File: src/rtl/set_operation_engine_unit_assert.svh
// Assertion macros for the set operation engine RTL, used in soe_back.
// Each expects clk and rst_n in the scope of the module that uses it.
`ifndef SET_OPERATION_ENGINE_UNIT_ASSERT_SVH
`define SET_OPERATION_ENGINE_UNIT_ASSERT_SVH

// Same-cycle implication.
`define SOE_ASSERT_IMP(label, ante, cons) \
    label: assert property (@(posedge clk) disable iff (!rst_n) (ante) |-> (cons)) \
        else $error("set operation engine check failed");

// Next-cycle implication.
`define SOE_ASSERT_NXT(label, ante, cons) \
    label: assert property (@(posedge clk) disable iff (!rst_n) (ante) |=> (cons)) \
        else $error("set operation engine check failed");

`endif

File: src/rtl/soe_pkg.sv
package soe_pkg;

    localparam int SET_CAPACITY = 8;
    localparam int MAX_RESULTS  = 64;
    localparam int ELEM_W       = 32;
    localparam int MODE_W       = 2;
    localparam int REQ_W        = 2;

    // Count holds 0..SET_CAPACITY, index holds 0..SET_CAPACITY-1
    localparam int CNT_W = $clog2(SET_CAPACITY + 1);
    localparam int IDX_W = (SET_CAPACITY > 1) ? $clog2(SET_CAPACITY) : 1;
    localparam int RES_W = $clog2(MAX_RESULTS + 1);

    localparam int CMDQ_DEPTH = 4;
    localparam int CMDQ_PTR_W = $clog2(CMDQ_DEPTH);
    localparam int CMDQ_CNT_W = $clog2(CMDQ_DEPTH + 1);

    typedef enum logic [REQ_W-1:0] {
        REQ_LOAD_A = 2'd0,
        REQ_LOAD_B = 2'd1,
        REQ_RUN    = 2'd2,
        REQ_CLEAR  = 2'd3
    } req_t;

    typedef enum logic [MODE_W-1:0] {
        MODE_PAIRS     = 2'd0,
        MODE_UNION     = 2'd1,
        MODE_INTERSECT = 2'd2,
        MODE_DIFF      = 2'd3
    } mode_t;

    typedef struct packed {
        req_t              kind;
        mode_t             mode;
        logic [ELEM_W-1:0] element;
    } cmd_t;

    typedef struct packed {
        logic full;
        logic empty;
    } cmdq_status_t;

    typedef enum logic [2:0] {
        ST_IDLE,
        ST_OUTER,
        ST_OUTER_WAIT,
        ST_INNER_RD,
        ST_INNER_CMP,
        ST_FOUND,
        ST_FINISH
    } state_t;

endpackage

File: src/rtl/soe_front.sv
module soe_front
    import soe_pkg::*;
(
    input  logic                     clk,
    input  logic                     rst_n,
    input  logic                     in_valid,
    output logic                     in_ready,
    input  logic [REQ_W-1:0]         req_type,
    input  logic signed [ELEM_W-1:0] element,
    input  logic                     cfg_we,
    input  logic [MODE_W-1:0]        cfg_wdata,
    output logic                     q_push,
    output cmd_t                     q_cmd,
    input  cmdq_status_t             q_status
);

    logic        hold_valid_reg;
    logic        hold_valid_next;
    cmd_t        cmd_reg;
    cmd_t        cmd_next;
    logic [MODE_W-1:0] mode_reg;
    logic        in_xfer;

    assign q_push   = hold_valid_reg && !q_status.full;
    assign in_ready = !hold_valid_reg || !q_status.full;
    assign in_xfer  = in_valid && in_ready;
    assign q_cmd    = cmd_reg;

    // Classify the request; a run carries the mode in force when it arrived
    always_comb
    begin
        cmd_next.kind    = req_t'(req_type);
        cmd_next.mode    = mode_t'(mode_reg);
        cmd_next.element = element;
        if (cmd_next.kind != REQ_LOAD_A && cmd_next.kind != REQ_LOAD_B)
        begin
            cmd_next.element = '0;
        end
    end

    always_comb
    begin
        hold_valid_next = hold_valid_reg;
        if (in_xfer)
        begin
            hold_valid_next = 1'b1;
        end
        else if (q_push)
        begin
            hold_valid_next = 1'b0;
        end
    end

    always_ff @(posedge clk or negedge rst_n)
    begin
        if (!rst_n)
        begin
            hold_valid_reg <= 1'b0;
            mode_reg       <= MODE_W'(MODE_PAIRS);
        end
        else
        begin
            hold_valid_reg <= hold_valid_next;
            if (cfg_we)
            begin
                mode_reg <= cfg_wdata;
            end
        end
    end

    always_ff @(posedge clk)
    begin
        if (in_xfer)
        begin
            cmd_reg <= cmd_next;
        end
    end

endmodule

File: src/rtl/soe_cmdq.sv
module soe_cmdq
    import soe_pkg::*;
(
    input  logic         clk,
    input  logic         rst_n,
    input  logic         push,
    input  cmd_t         push_cmd,
    input  logic         pop,
    output cmd_t         pop_cmd,
    output cmdq_status_t status
);

    cmd_t                  entry_reg [CMDQ_DEPTH];
    logic [CMDQ_PTR_W-1:0] wr_ptr_reg;
    logic [CMDQ_PTR_W-1:0] rd_ptr_reg;
    logic [CMDQ_CNT_W-1:0] count_reg;
    logic [CMDQ_CNT_W-1:0] count_next;

    assign status.full  = (count_reg == CMDQ_CNT_W'(CMDQ_DEPTH));
    assign status.empty = (count_reg == '0);
    assign pop_cmd      = entry_reg[rd_ptr_reg];

    always_comb
    begin
        count_next = count_reg;
        if (push && !pop)
        begin
            count_next = count_reg + CMDQ_CNT_W'(1);
        end
        else if (pop && !push)
        begin
            count_next = count_reg - CMDQ_CNT_W'(1);
        end
    end

    always_ff @(posedge clk or negedge rst_n)
    begin
        if (!rst_n)
        begin
            wr_ptr_reg <= '0;
            rd_ptr_reg <= '0;
            count_reg  <= '0;
        end
        else
        begin
            count_reg <= count_next;
            if (push)
            begin
                wr_ptr_reg <= wr_ptr_reg + CMDQ_PTR_W'(1);
            end
            if (pop)
            begin
                rd_ptr_reg <= rd_ptr_reg + CMDQ_PTR_W'(1);
            end
        end
    end

    always_ff @(posedge clk)
    begin
        if (push)
        begin
            entry_reg[wr_ptr_reg] <= push_cmd;
        end
    end

endmodule

File: src/rtl/soe_back.sv
`include "set_operation_engine_unit_assert.svh"

module soe_back
    import soe_pkg::*;
(
    input  logic                      clk,
    input  logic                      rst_n,
    input  cmdq_status_t              q_status,
    input  cmd_t                      q_cmd,
    output logic                      q_pop,
    output logic                      out_valid,
    input  logic                      out_ready,
    output logic signed [ELEM_W-1:0]  result_element,
    output logic                      is_last,
    output logic                      is_empty
);

    logic [ELEM_W-1:0] store_a [SET_CAPACITY];
    logic [ELEM_W-1:0] store_b [SET_CAPACITY];
    logic [ELEM_W-1:0] rd_a_reg;
    logic [ELEM_W-1:0] rd_b_reg;
    logic [IDX_W-1:0]  a_addr;
    logic [IDX_W-1:0]  b_addr;
    logic              wr_a_en;
    logic              wr_b_en;

    state_t            state_reg;
    state_t            state_next;
    logic [CNT_W-1:0]  cnt_a_reg, cnt_a_next;
    logic [CNT_W-1:0]  cnt_b_reg, cnt_b_next;
    mode_t             mode_reg, mode_next;
    logic              phase_reg, phase_next;
    logic [CNT_W-1:0]  oi_reg, oi_next;
    logic [CNT_W-1:0]  ii_reg, ii_next;
    logic              hit_reg, hit_next;
    logic [ELEM_W-1:0] outer_val_reg, outer_val_next;
    logic              pend_reg, pend_next;
    logic [ELEM_W-1:0] pend_val_reg, pend_val_next;
    logic [RES_W-1:0]  res_cnt_reg, res_cnt_next;
    logic              out_valid_reg, out_valid_next;
    logic [ELEM_W-1:0] out_elem_reg, out_elem_next;
    logic              out_last_reg, out_last_next;
    logic              out_empty_reg, out_empty_next;

    logic [CNT_W-1:0]  n_outer;
    logic [CNT_W-1:0]  n_inner;
    logic [ELEM_W-1:0] outer_rd;
    logic [ELEM_W-1:0] inner_val;
    logic              inner_eq;
    logic              inner_done;
    logic              outer_done;
    logic              want;
    logic              slot_free;
    logic              found_go;
    logic              cap_hit;

    // Phase one of union swaps roles: B is walked outside, A inside
    assign n_outer    = phase_reg ? cnt_b_reg : cnt_a_reg;
    assign n_inner    = phase_reg ? cnt_a_reg : cnt_b_reg;
    assign a_addr     = phase_reg ? ii_reg[IDX_W-1:0] : oi_reg[IDX_W-1:0];
    assign b_addr     = phase_reg ? oi_reg[IDX_W-1:0] : ii_reg[IDX_W-1:0];
    assign outer_rd   = phase_reg ? rd_b_reg : rd_a_reg;
    assign inner_val  = phase_reg ? rd_a_reg : rd_b_reg;
    assign inner_eq   = (inner_val == outer_val_reg);
    assign inner_done = (ii_reg >= n_inner);
    assign outer_done = (oi_reg >= n_outer);
    assign slot_free  = !out_valid_reg || out_ready;
    assign q_pop      = (state_reg == ST_IDLE) && !q_status.empty;
    assign found_go   = (state_reg == ST_FOUND) && (!pend_reg || slot_free);
    assign cap_hit    = (res_cnt_reg == RES_W'(MAX_RESULTS - 1));

    always_comb
    begin
        unique case (mode_reg)
            MODE_INTERSECT: want = hit_reg;
            MODE_UNION:     want = !hit_reg;
            MODE_DIFF:      want = !hit_reg;
            default:        want = 1'b0;
        endcase
    end

    assign out_valid      = out_valid_reg;
    assign result_element = out_elem_reg;
    assign is_last        = out_last_reg;
    assign is_empty       = out_empty_reg;

    // Next state
    always_comb
    begin
        state_next = state_reg;
        unique case (state_reg)
            ST_IDLE:
            begin
                if (q_pop && q_cmd.kind == REQ_RUN)
                begin
                    state_next = ST_OUTER;
                end
            end
            ST_OUTER:
            begin
                if (!outer_done)
                begin
                    state_next = ST_OUTER_WAIT;
                end
                else if (!(mode_reg == MODE_UNION && !phase_reg))
                begin
                    state_next = ST_FINISH;
                end
            end
            ST_OUTER_WAIT:
            begin
                if (mode_reg == MODE_UNION && !phase_reg)
                begin
                    state_next = ST_FOUND;
                end
                else
                begin
                    state_next = ST_INNER_RD;
                end
            end
            ST_INNER_RD:
            begin
                if (!inner_done)
                begin
                    state_next = ST_INNER_CMP;
                end
                else if (want)
                begin
                    state_next = ST_FOUND;
                end
                else
                begin
                    state_next = ST_OUTER;
                end
            end
            ST_INNER_CMP:
            begin
                if (mode_reg == MODE_PAIRS && inner_eq)
                begin
                    state_next = ST_FOUND;
                end
                else
                begin
                    state_next = ST_INNER_RD;
                end
            end
            ST_FOUND:
            begin
                if (found_go)
                begin
                    if (cap_hit)
                    begin
                        state_next = ST_FINISH;
                    end
                    else if (mode_reg == MODE_PAIRS)
                    begin
                        state_next = ST_INNER_RD;
                    end
                    else
                    begin
                        state_next = ST_OUTER;
                    end
                end
            end
            ST_FINISH:
            begin
                if (slot_free)
                begin
                    state_next = ST_IDLE;
                end
            end
            default:
            begin
                state_next = ST_IDLE;
            end
        endcase
    end

    // Datapath and outputs
    always_comb
    begin
        cnt_a_next     = cnt_a_reg;
        cnt_b_next     = cnt_b_reg;
        mode_next      = mode_reg;
        phase_next     = phase_reg;
        oi_next        = oi_reg;
        ii_next        = ii_reg;
        hit_next       = hit_reg;
        outer_val_next = outer_val_reg;
        pend_next      = pend_reg;
        pend_val_next  = pend_val_reg;
        res_cnt_next   = res_cnt_reg;
        out_valid_next = out_valid_reg && !out_ready;
        out_elem_next  = out_elem_reg;
        out_last_next  = out_last_reg;
        out_empty_next = out_empty_reg;
        wr_a_en        = 1'b0;
        wr_b_en        = 1'b0;

        unique case (state_reg)
            ST_IDLE:
            begin
                if (q_pop)
                begin
                    unique case (q_cmd.kind)
                        REQ_LOAD_A:
                        begin
                            if (cnt_a_reg < CNT_W'(SET_CAPACITY))
                            begin
                                wr_a_en    = 1'b1;
                                cnt_a_next = cnt_a_reg + CNT_W'(1);
                            end
                        end
                        REQ_LOAD_B:
                        begin
                            if (cnt_b_reg < CNT_W'(SET_CAPACITY))
                            begin
                                wr_b_en    = 1'b1;
                                cnt_b_next = cnt_b_reg + CNT_W'(1);
                            end
                        end
                        REQ_RUN:
                        begin
                            mode_next    = q_cmd.mode;
                            phase_next   = 1'b0;
                            oi_next      = '0;
                            res_cnt_next = '0;
                            pend_next    = 1'b0;
                        end
                        default:
                        begin
                            cnt_a_next = '0;
                            cnt_b_next = '0;
                        end
                    endcase
                end
            end
            ST_OUTER:
            begin
                if (outer_done && mode_reg == MODE_UNION && !phase_reg)
                begin
                    phase_next = 1'b1;
                    oi_next    = '0;
                end
            end
            ST_OUTER_WAIT:
            begin
                outer_val_next = outer_rd;
                ii_next        = '0;
                hit_next       = 1'b0;
            end
            ST_INNER_RD:
            begin
                if (inner_done && !want)
                begin
                    oi_next = oi_reg + CNT_W'(1);
                end
            end
            ST_INNER_CMP:
            begin
                ii_next = ii_reg + CNT_W'(1);
                if (inner_eq)
                begin
                    hit_next = 1'b1;
                end
            end
            ST_FOUND:
            begin
                if (found_go)
                begin
                    if (pend_reg)
                    begin
                        out_valid_next = 1'b1;
                        out_elem_next  = pend_val_reg;
                        out_last_next  = 1'b0;
                        out_empty_next = 1'b0;
                    end
                    pend_next     = 1'b1;
                    pend_val_next = outer_val_reg;
                    res_cnt_next  = res_cnt_reg + RES_W'(1);
                    if (mode_reg != MODE_PAIRS)
                    begin
                        oi_next = oi_reg + CNT_W'(1);
                    end
                end
            end
            ST_FINISH:
            begin
                if (slot_free)
                begin
                    out_valid_next = 1'b1;
                    out_last_next  = 1'b1;
                    out_empty_next = !pend_reg;
                    out_elem_next  = pend_reg ? pend_val_reg : '0;
                    pend_next      = 1'b0;
                end
            end
            default:
            begin
            end
        endcase
    end

    always_ff @(posedge clk or negedge rst_n)
    begin
        if (!rst_n)
        begin
            state_reg     <= ST_IDLE;
            cnt_a_reg     <= '0;
            cnt_b_reg     <= '0;
            mode_reg      <= MODE_PAIRS;
            phase_reg     <= 1'b0;
            oi_reg        <= '0;
            ii_reg        <= '0;
            hit_reg       <= 1'b0;
            pend_reg      <= 1'b0;
            res_cnt_reg   <= '0;
            out_valid_reg <= 1'b0;
        end
        else
        begin
            state_reg     <= state_next;
            cnt_a_reg     <= cnt_a_next;
            cnt_b_reg     <= cnt_b_next;
            mode_reg      <= mode_next;
            phase_reg     <= phase_next;
            oi_reg        <= oi_next;
            ii_reg        <= ii_next;
            hit_reg       <= hit_next;
            pend_reg      <= pend_next;
            res_cnt_reg   <= res_cnt_next;
            out_valid_reg <= out_valid_next;
        end
    end

    always_ff @(posedge clk)
    begin
        outer_val_reg <= outer_val_next;
        pend_val_reg  <= pend_val_next;
        out_elem_reg  <= out_elem_next;
        out_last_reg  <= out_last_next;
        out_empty_reg <= out_empty_next;
    end

    // Element stores: one write port, one registered read port each
    always_ff @(posedge clk)
    begin
        if (wr_a_en)
        begin
            store_a[cnt_a_reg[IDX_W-1:0]] <= q_cmd.element;
        end
        if (wr_b_en)
        begin
            store_b[cnt_b_reg[IDX_W-1:0]] <= q_cmd.element;
        end
    end

    always_ff @(posedge clk)
    begin
        rd_a_reg <= store_a[a_addr];
        rd_b_reg <= store_b[b_addr];
    end

    `SOE_ASSERT_IMP(a_empty_is_last, out_valid_reg && out_empty_reg, out_last_reg && (out_elem_reg == '0))
    `SOE_ASSERT_IMP(a_idle_no_pending, state_reg == ST_IDLE, !pend_reg)
    `SOE_ASSERT_NXT(a_cmp_after_rd, state_reg == ST_INNER_RD && !inner_done, state_reg == ST_INNER_CMP)
    `SOE_ASSERT_IMP(a_counts_bounded, 1'b1, (cnt_a_reg <= CNT_W'(SET_CAPACITY)) && (cnt_b_reg <= CNT_W'(SET_CAPACITY)))

endmodule

File: src/rtl/set_operation_engine_unit.sv
// Loads, clears: applied as the idle back end pops them; one transfer per cycle while in_ready.
// Run: per outer element a store read, then per A-B comparison a registered read and a compare,
//   then a step per result found; union copies A first, then switches to B.
// Output stalls hold the run; each result leaves once the next is found, the last at run end.
// Reset (rst_n, asynchronous, active low): both lists empty, op_mode 0, queue and outputs idle;
//   store contents are not cleared and need no clearing pass.
module set_operation_engine_unit
    import soe_pkg::*;
(
    input  logic                     clk,
    input  logic                     rst_n,
    input  logic                     in_valid,
    output logic                     in_ready,
    input  logic [REQ_W-1:0]         req_type,
    input  logic signed [ELEM_W-1:0] element,
    output logic                     out_valid,
    input  logic                     out_ready,
    output logic signed [ELEM_W-1:0] result_element,
    output logic                     is_last,
    output logic                     is_empty,
    input  logic                     cfg_we,
    input  logic [MODE_W-1:0]        cfg_wdata
);

    // Front to queue
    logic         q_push;
    cmd_t         q_push_cmd;
    // Queue to back
    logic         q_pop;
    cmd_t         q_pop_cmd;
    cmdq_status_t q_status;

    // Front: hold op_mode, accept a transfer, classify it and stage it for the queue.
    // A run takes its mode with it, so the back end never reads the register directly.
    soe_front u_front (
        .clk       (clk),
        .rst_n     (rst_n),
        .in_valid  (in_valid),
        .in_ready  (in_ready),
        .req_type  (req_type),
        .element   (element),
        .cfg_we    (cfg_we),
        .cfg_wdata (cfg_wdata),
        .q_push    (q_push),
        .q_cmd     (q_push_cmd),
        .q_status  (q_status)
    );

    // Short command queue: lets loads keep arriving while a run is still streaming results.
    soe_cmdq u_cmdq (
        .clk      (clk),
        .rst_n    (rst_n),
        .push     (q_push),
        .push_cmd (q_push_cmd),
        .pop      (q_pop),
        .pop_cmd  (q_pop_cmd),
        .status   (q_status)
    );

    // Back: own both element stores, apply loads and clears, and sequence a run
    // through an outer/inner walk, feeding the output register.
    soe_back u_back (
        .clk            (clk),
        .rst_n          (rst_n),
        .q_status       (q_status),
        .q_cmd          (q_pop_cmd),
        .q_pop          (q_pop),
        .out_valid      (out_valid),
        .out_ready      (out_ready),
        .result_element (result_element),
        .is_last        (is_last),
        .is_empty       (is_empty)
    );

endmodule
File: config.mk
export PLATFORM = sky130hd
export DESIGN_NAME = set_operation_engine_unit
export DESIGN_NICKNAME = d
export VERILOG_FILES = /design/src/rtl/soe_pkg.sv /design/src/rtl/soe_front.sv /design/src/rtl/soe_cmdq.sv /design/src/rtl/soe_back.sv /design/src/rtl/set_operation_engine_unit.sv
export VERILOG_INCLUDE_DIRS = /design/src /design/src/rtl
export SDC_FILE = /design/constraint.sdc
export NUM_CORES = 1
export LEC_CHECK = 0
export ABC_AREA = 0
export BUFFER_PORTS_ARGS = -buffer_cell sky130_fd_sc_hd__buf_2
export CORE_MARGIN = 2
export CORE_UTILIZATION = 35
export DETAILED_ROUTE_END_ITERATION = 8
export GPL_ROUTABILITY_DRIVEN = 0
export SLEW_MARGIN = 20
export SYNTH_ARGS = -nofsm -noshare
export SYNTH_HDL_FRONTEND = slang
export SYNTH_SLANG_ARGS = --single-unit
File: constraint.sdc
create_clock -name clk -period 8.3 [get_ports clk]
set_input_delay 1.245 -clock clk [delete_from_list [all_inputs] [get_ports clk]]
set_output_delay 1.245 -clock clk [all_outputs]
set_load 0.01 [all_outputs]
### Word level (Yosys, flattened, before mapping)

Memories as Yosys holds them, arrays and structs flattened. A register that Yosys moved wholly into a read port is not among the register bits.
Cells that the tools add are included.
W data, S select, Z words.

* register bits after elaboration: 176
* bits in writable memories: 656
* input port bits: 41
* logic and storage cells: 203
* memories: 3

Memories
* u_back.store_a: depth 8, bits a word 32, read ports 1, clocked after memory_dff 1, write ports 1, RTL line soe_back.sv:18 `logic [ELEM_W-1:0] store_a [SET_CAPACITY];`
* u_back.store_b: depth 8, bits a word 32, read ports 1, clocked after memory_dff 1, write ports 1, RTL line soe_back.sv:19 `logic [ELEM_W-1:0] store_b [SET_CAPACITY];`
* u_cmdq.entry_reg: depth 4, bits a word 36, read ports 1, clocked after memory_dff 0, write ports 1, RTL line soe_cmdq.sv:13 `cmd_t entry_reg [CMDQ_DEPTH];`

* $add $sub $neg: 9
* magnitude comparators: 4
* eq/ne operators: 28
* multiplexer cells: 77
* bitwise operators: 2
* reduce and logical (&&, ||, !) cells: 56

Operators by type and width (count)
* $mux W32: 6
* $pmux W32 S2: 1
* $mux W3: 14
* $mux W4: 10
* $eq A32 B32 Y1: 1
* $mux W1: 29
* $pmux W4 S2: 3
* $reduce_and A4 Y1: 6
* $mux W7: 3
* $pmux W3 S7: 1
* $ne A2 B1 Y1 const B: 10
* $add A4 B1 Y4 const B: 4
* $pmux W4 S4: 1
* $reduce_bool A2 Y1: 8
* $logic_and A1 B1 Y1: 14
* $pmux W7 S2: 1
* $eq A3 B3 Y1 const B: 4
* $pmux W1 S2: 6
* $logic_not A1 Y1: 11
* $ge A4 B4 Y1: 2
* $lt A4 B4 Y1 const B: 2
* $add A7 B1 Y7 const B: 1
* $eq A7 B6 Y1 const B: 1
* $reduce_and A7 Y1: 1
* other kinds (21): 36

### Logic depth before layout (Yosys ltp)

Gate-level depths: netlist (run 1).

* depth after elaboration: 7
* depth in mapped cells: 12
* gate-level depth less buffers: 9

### Modules after synthesis

Synthesis (run 1) repeated with hierarchy kept, for this count alone.

* cells, all modules: 1627
* area total of the unflattened synthesis: 34022.6 µm²

Modules (own cells, without submodules)
* soe_back: instances 1, cells an instance 1325, area each 26992.1 µm², seq. area each 20399.6 µm²
* soe_cmdq: instances 1, cells an instance 222, area each 5604.1 µm², seq. area each 4499.3 µm²
* soe_front: instances 1, cells an instance 80, area each 1426.4 µm², seq. area each 1156.1 µm²

### Worst setup path after synthesis (run 1)

OpenSTA, ideal clock, no wires.

* path type: register to register
* start point: register u_cmdq.rd_ptr_reg[0]
* end point: memory u_back.store_b[0][0] (enable)
* data arrival time: 4.333 ns
* required time: 7.839 ns
* path slack: 3.506 ns
* stages on the path, launching flop included: 8
* path buffers: 1
* cells stage by stage: dfrtp_1 buf_2 mux4_2 inv_1 ha_1 inv_1 or4_1 nor3_1

* longest elaborated chain between the ends: 7

Ends and longest elaborated chain
* from (decl): RTL line soe_cmdq.sv:15 `logic [CMDQ_PTR_W-1:0] rd_ptr_reg;`
* from (signal assigned): RTL line soe_cmdq.sv:53 `rd_ptr_reg <= rd_ptr_reg + CMDQ_PTR_W'(1);`
* $mem_v2 Z4 W36
* $eq A2 B1 Y1: RTL line soe_back.sv:205 `unique case (q_cmd.kind)`
* $mux W1: RTL line soe_back.sv:205
* $mux W1: RTL line soe_back.sv:203 `if (q_pop)`
* $mux W1: RTL line soe_back.sv:200 `unique case (state_reg)`
* $mux W1: RTL line soe_back.sv:352 `if (wr_b_en)`
* $mux W1 (not written as such): RTL line soe_back.sv:354 `store_b[cnt_b_reg[IDX_W-1:0]] <= q_cmd.element;`
* to (decl): RTL line soe_back.sv:19

No other way between the ends.

### Final worst setup path (run 1)

* start point: register u_cmdq.rd_ptr_reg[0]
* end point: memory u_back.store_b[6][24] (enable)

Same word-level chain as after synthesis.

==> results of run 1 <==
## per-stage QoR
step	area [um^2]	total power [uW]	std cells
floorplan	33990	8879	1612
global placement	36030	9789	2926
detailed placement	36090	9927	2928
CTS	39420	14400	3103
global route	39440	14880	3104
finish	39440	14220	3104
## path summary, 6_finish.rpt
kind	cells after the start	endpoint	slack (ns)	from
hold / removal	0	u_front.q_cmd[32]$_DFFE_PP_	0.45	u_front.mode_reg[0]$_DFFE_PN0P_
hold reg to reg	0	u_front.q_cmd[32]$_DFFE_PP_	0.45	u_front.mode_reg[0]$_DFFE_PN0P_
setup reg to reg	8	u_back.store_b[6][24]$_DFFE_PP_	4.40	u_cmdq.rd_ptr_reg[0]$_DFFE_PN0P_
min in group asynchronous	1	u_back.res_cnt_reg[0]$_DFFE_PN0P_	0.61	rst_n
setup / recovery	8	u_back.store_b[6][24]$_DFFE_PP_	4.40	u_cmdq.rd_ptr_reg[0]$_DFFE_PN0P_
max in group asynchronous	1	u_back.phase_reg$_DFFE_PN0P_	7.27	rst_n
## cell type report
cell class	count	share of cell area
Clock buffer	121	0.06474
Clock inverter	54	0.01976
Inverter	15	0.001427
Multi-Input combinational cell	635	0.1959
Sequential cell	896	0.6607
Tap cell	1276	0.04048
Timing Repair Buffer	107	0.01694
## kinds of logic (layout without fill, tap and decap cells)
logic type	Yosys count	count (layout)	synth area share
compound gates	57	57	0.01270
xor+xnor	44	44	0.01134
fa+ha+maj	22	22	0.008319
buf+inv	81	297	0.01200
flops	896	896	0.7665
mux	316	316	0.1574
simple gates	196	196	0.03173
## critical path: stages (launching register included)
cell and delay (ns):
dfrtp_2 0.34, buf_4 0.57, mux4_2 0.61, inv_1 0.10, ha_1 0.32, inv_1 0.12
or4_1 0.68, nor2_4 0.59, buf_16 0.25
## cells in the final DEF (no fill, tap or decap), types with 7 or more instances in the layout
master and count:
edfxtp_1 790, bufinv_16 17, nor2_1 20, nor4_1 8
mux4_2 164, mux2i_1 40, nand2_1 28, clkbuf_8 10
clkbuf_1 17, xnor2_1 39, a21oi_1 12, a22o_1 7
buf_4 29, ha_1 21, nor2b_1 73, nand3_1 9
inv_1 15, dfxtp_1 64, nand2b_1 9, nor2_4 13
clkinv_2 16, buf_2 75, mux2_2 106, dfrtp_1 40
clkinv_1 8, o21ai_0 16, clkbuf_16 94
## power by group
part	switching [uW]	internal, uW
Clock	1720	2720
Sequential	378	6180
Combinational	1850	1370
## per-layer routing
| metal | track usage | up-vias | wire length [um] |
|---|---|---|---|
| met4 | 0.03684 | 6 | 1206 |
| li1 | - | 6775 | - |
| met2 | 0.2230 | 314 | 31900 |
| met1 | 0.1851 | 8021 | 30200 |
| met3 | 0.02112 | 91 | 2839 |
| met5 | 0 | - | 46 |
==> flow_summary.json, run 1 <==
{
  "grt_use_total": 0.1345,
  "worstSkewPairLatency_ns": 0.64,
  "cts-buffers-inserted": 93,
  "worst_clock_skew_ns": 0.01886,
  "critPathMaxFanout": 38,
  "synth_top_flop_cell": "edfxtp_1",
  "tightest_slew_ns": 1.018,
  "drive_gt1_frac": 0.3091,
  "area_delta_synth_final_pct": 16.03,
  "final_antenna_net_count": 0,
  "initialDrtViolationCount": 1090,
  "portBuffers": 76,
  "power_density_nw_per_um2": 360.5,
  "cts_buffer_depth": 3,
  "seq_area_frac_synth": 0.7665,
  "syn_avg_cell_area_um2": 21.09,
  "crit_type": "reg -> reg",
  "yosysTopAreaCellShare": 0.6979,
  "worst_setup_path_start_kind": "flop",
  "synth_edf_count": 790,
  "fin_ws_ns": 4.399,
  "die_area_um2": 99630,
  "cts.clk_slew.worst_paths_ns": 0.06,
  "first_pass_iters": 7,
  "status": "finished clean",
  "synth.net_count": 1675,
  "multiInputGateArea_um2": 7729,
  "rsz0062_at_grt": "false",
  "clock_sinks": 896,
  "routed_wl_um": 66190,
  "initial_core_util": 0.3525,
  "fin_util": 0.4091,
  "seqCellArea_um2": 26060,
  "die_h_um": 315.6,
  "pre_cts_slack_ns": 4.301,
  "grt_max_degree": 65,
  "setup_tns_ns": 0,
  "cp-end-kind": "flop",
  "arrival_ns": 4.24,
  "power.leakage_uw": 0.01319,
  "viasPerCell": 4.899,
  "finalHoldViolCount": 0,
  "syn-cell-area_um2": 33990,
  "overflow": 0,
  "cts_setup_buffers": 0,
  "ys.warnings.count": 0,
  "synthesis.instances": 1612,
  "dieWidth_um": 315.6,
  "rows": 114,
  "required_ns": 8.64,
  "h-tree-depth": 3,
  "tritoncts": "yes",
  "final_nets": 1811,
  "synth_commonest_cells": "790 x edfxtp_1, 164 x mux4_2, 106 x mux2_2",
  "dr_total_vias": 15210,
  "slew_headroom": 0.3214,
  "cap_viol_max_count": 0,
  "cts_resized": 0,
  "grt_pass1_vias": 16050,
  "hp-class": "reg -> reg",
  "yosysTopAreaCell": "edfxtp_1",
  "synth.area.top_cells": "edfxtp_1 70%, mux4_2 11%, dfxtp_1 3.8%",
  "io_pins": 77,
  "grt_pass1_wl_um": 100300,
  "cts_root_buf": "clkbuf_16",
  "ir_drop_mv": 0.1596,
  "dp.final_hpwl_um": 39220,
  "fmax_ghz": 0.2563,
  "antennaDiodeCount": 0,
  "drv_slew": 0,
  "final-setup-viol-count": 0,
  "antenna_found_initial": 4,
  "hold_slack_ns": 0.4529,
  "finalCritPeriodShare": 0.4700,
  "yosysMostFrequentCell": "edfxtp_1",
  "fin_crit_ns": 3.901,
  "drc": 0,
  "synthArstFlopShare": 0.04688,
  "ys_ff_latch": 896,
  "cts_hold_buf": 0,
  "drt-wirelength-per-cell_um": 21.32,
  "synth_cell_types": 55,
  "core_um2": 96420,
  "n_fill_cell": 8473
}
Power figures use the tool's default switching activity.
==> run 2, diff against run 1 <==
--- a/config.mk
+++ b/config.mk
@@ -6,7 +6,7 @@
 export SDC_FILE = /design/constraint.sdc
 export NUM_CORES = 1
 export LEC_CHECK = 0
-export ABC_AREA = 0
+export ABC_AREA = 1
 export BUFFER_PORTS_ARGS = -buffer_cell sky130_fd_sc_hd__buf_2
 export CORE_MARGIN = 2
 export CORE_UTILIZATION = 35
==> constraint.sdc (replaced) <==
create_clock -name clk -period 3.2 [get_ports clk]
set_input_delay 0.48 -clock clk [delete_from_list [all_inputs] [get_ports clk]]
set_output_delay 0.48 -clock clk [all_outputs]
set_load 0.01 [all_outputs]
==> run 2 against run 1 <==
Compared with the run above: largest cell class unchanged; via count grew 41%; non-clock buffer count increased by 72; die area up 2.6%; cell area grew 2.5%; power increased to 2.8 times the previous value.
==> flow_summary.json, run 2 <==
{
  "grt_max_degree": 129,
  "cp_slowest_cell": "dfrtp_2",
  "drc": 0,
  "power.leakage_uw": 0.01457,
  "viasPerCell": 4.950,
  "power_switching_uw": 14430,
  "dr_total_vias": 21480,
  "synthesis.instances": 2855,
  "layout_common_cells": "790 x edfxtp_1, 616 x nor2_1, 364 x o21ai_0",
  "clock_sinks": 896,
  "yosysMostFrequentCell": "edfxtp_1",
  "slowest_delay_ns": 0.46,
  "rsz0062_at_grt": "false",
  "die_area_um2": 102300,
  "die_h_um": 319.8,
  "fin_crit_ns": 2.847,
  "worst_setup_path_start_kind": "flop",
  "final_nets": 3043,
  "core_um2": 98560,
  "ys_ff_latch": 896,
  "worst_clock_skew_ns": 0.02121,
  "ir_drop_mv": 0.5372,
  "synth_commonest_cells": "790 x edfxtp_1, 631 x nor2_1, 364 x o21ai_0",
  "grt_pass1_vias": 20220,
  "dp.final_hpwl_um": 50290,
  "rows": 115,
  "crit_type": "reg -> reg",
  "crit_buf_inv": 2,
  "cap_viol_max_count": 0,
  "cp-end-kind": "flop",
  "met1_length_um": 37960,
  "cts_root_buf": "clkbuf_16",
  "slew_headroom": 0.3862,
  "worstSkewPairLatency_ns": 0.64,
  "p_int_uw": 25870,
  "route.met3.wl_um": 5263,
  "overflow": 0,
  "synth.area.top_cells": "edfxtp_1 68%, nor2_1 6.8%, o21ai_0 5.2%",
  "sequentialPowerShare": 0.429,
  "arrival_ns": 3.14,
  "crit_chain": "inv_2 > nand2_1 > a32oi_1 > ha_1 > nand2_1 > nor2_1 > nand2_1 > nor3_4 > buf_4",
  "synth_top_flop_cell": "edfxtp_1",
  "r2r_slack_ns": 0.35,
  "initialDrtViolationCount": 2085,
  "worstRegToRegCells": 9,
  "cts_setup_buffers": 0,
  "cts.clk_slew.worst_paths_ns": 0.06,
  "initial_core_util": 0.3541,
  "syn-cell-area_um2": 34900,
  "drt-wirelength-per-cell_um": 18.49,
  "grt_use_total": 0.1550,
  "synth_edf_count": 790,
  "setup_tns_ns": 0,
  "path_common_cell": "nand2_1",
  "met2_length_um": 35310,
  "layout.cells.most_common": "edfxtp_1",
  "whs_path_depth": 1,
  "routed_wl_um": 80220,
  "fmax_ghz": 0.3512,
  "yosysTopAreaCell": "edfxtp_1",
  "combPwrFrac": 0.314,
  "required_ns": 3.49,
  "cp.depth": 9,
  "clockPowerShare": 0.257,
  "dieWidth_um": 319.8,
  "portBuffers": 76,
  "yosysTopAreaCellShare": 0.6798,
  "synth.net_count": 2918,
  "hp-class": "in -> reg",
  "crit_family": "simple AND/OR/NAND/NOR gates",
  "tightest_slew_ns": 0.9172,
  "tritoncts": "yes",
  "cts_resized": 0,
  "syn_avg_cell_area_um2": 12.22,
  "antenna_found_initial": 1,
  "top_layer_used": "met4",
  "power_density_nw_per_um2": 996.6,
  "drive_gt1_frac": 0.1170,
  "finalCritPeriodShare": 0.8897,
  "io_pins": 77,
  "status": "finished clean",
  "drv_slew": 0,
  "final-setup-viol-count": 0,
  "synthArstFlopShare": 0.04688,
  "cts-buffers-inserted": 86,
  "grt_pass1_wl_um": 121800,
  "swShare": 0.3581,
  "first_pass_iters": 7,
  "total_power_uw": 40310,
  "ys.warnings.count": 0,
  "final_antenna_net_count": 0,
  "h-tree-depth": 3,
  "critPathMaxFanout": 24,
  "synth_cell_types": 38,
  "cts_buffer_depth": 3,
  "seq_area_frac_synth": 0.7466,
  "finalHoldViolCount": 0,
  "area_delta_synth_final_pct": 15.90
}
==> run 2: area by class of cell <==
| class | instances | area [um^2] |
|---|---|---|
| Fill cell | 9129 | 58120 |
| Clock buffer | 117 | 2432 |
| Clock inverter | 42 | 457.9 |
| Antenna cell | 1 | 2.502 |
| Tap cell | 1287 | 1610 |
| Timing Repair Buffer | 179 | 1419 |
| Multi-Input combinational cell | 1642 | 7805 |
| Sequential cell | 896 | 26060 |
| Inverter | 175 | 659.4 |
==> run 2: worst paths after layout <==
kind | from | to
worst max-delay path | u_cmdq.rd_ptr_reg[0]$_DFFE_PN0P_ | u_back.store_b[3][23]$_DFFE_PP_
worst min-delay path | req_type[0] | u_front.q_cmd[34]$_DFFE_PP_
worst max register to register | u_cmdq.rd_ptr_reg[0]$_DFFE_PN0P_ | u_back.store_b[3][23]$_DFFE_PP_
worst min register to register | u_back.outer_val_reg[6]$_DFFE_PP_ | u_back.pend_val_reg[6]$_DFFE_PP_
max in group asynchronous | rst_n | u_cmdq.rd_ptr_reg[0]$_DFFE_PN0P_
min in group asynchronous | rst_n | u_back.out_valid$_DFF_PN0_
==> run 2: what timing repair did <==
action / in CTS / in global routing
hold buffers: 1 / 0
setup endpoints to repair: 0 / 0
hold endpoints to repair: 20 / 0
==> run 2: power groups by stage <==
stage	Sequential (uW)	Clock, uW	Combinational (uW)
3_3_place_gp	17500	0	12500
6_report	17300	10300	12700
3_5_place_dp	17500	0	12700
2_1_floorplan	17100	0	7550
4_1_cts	17300	10500	12700
5_1_grt	17400	11000	14100
==> run 2: per-layer routing <==
metal / GRT usage / vias up
li1: - / 10270
met1: 0.2337 / 10470
met2: 0.2325 / 639
met3: 0.02476 / 105
met4: 0.03973 / 0
met5: 0 / -
==> run 2: cells by family after synthesis <==
family	count (synthesis)	share of synthesized area
AND/OR/NAND/NOR	1045	0.1177
XOR/XNOR	8	0.002008
multiplexers	2	0.0006453
AO/OA/AOI/OAI	565	0.08780
adder cells (fa/ha/maj)	22	0.008103
flip-flops	896	0.7466
buffers and inverters	317	0.03714
==> run 2: per-stage QoR <==
stage | setup slack (ns) | cells | util | instance area, um^2 | hold WS (ns)
floorplan | -0.3901 | 2855 | - | 34950 | 0.1844
global placement | 0.3999 | 4178 | 0.3809 | 37540 | 0.4610
detailed placement | 0.3628 | 4178 | 0.3809 | 37540 | 0.4668
CTS | 0.3351 | 4338 | 0.4103 | 40440 | 0.02191
global route | 0.1328 | 4338 | 0.4103 | 40440 | 0.03436
finish | 0.3529 | 4339 | 0.4104 | 40450 | 0.04515
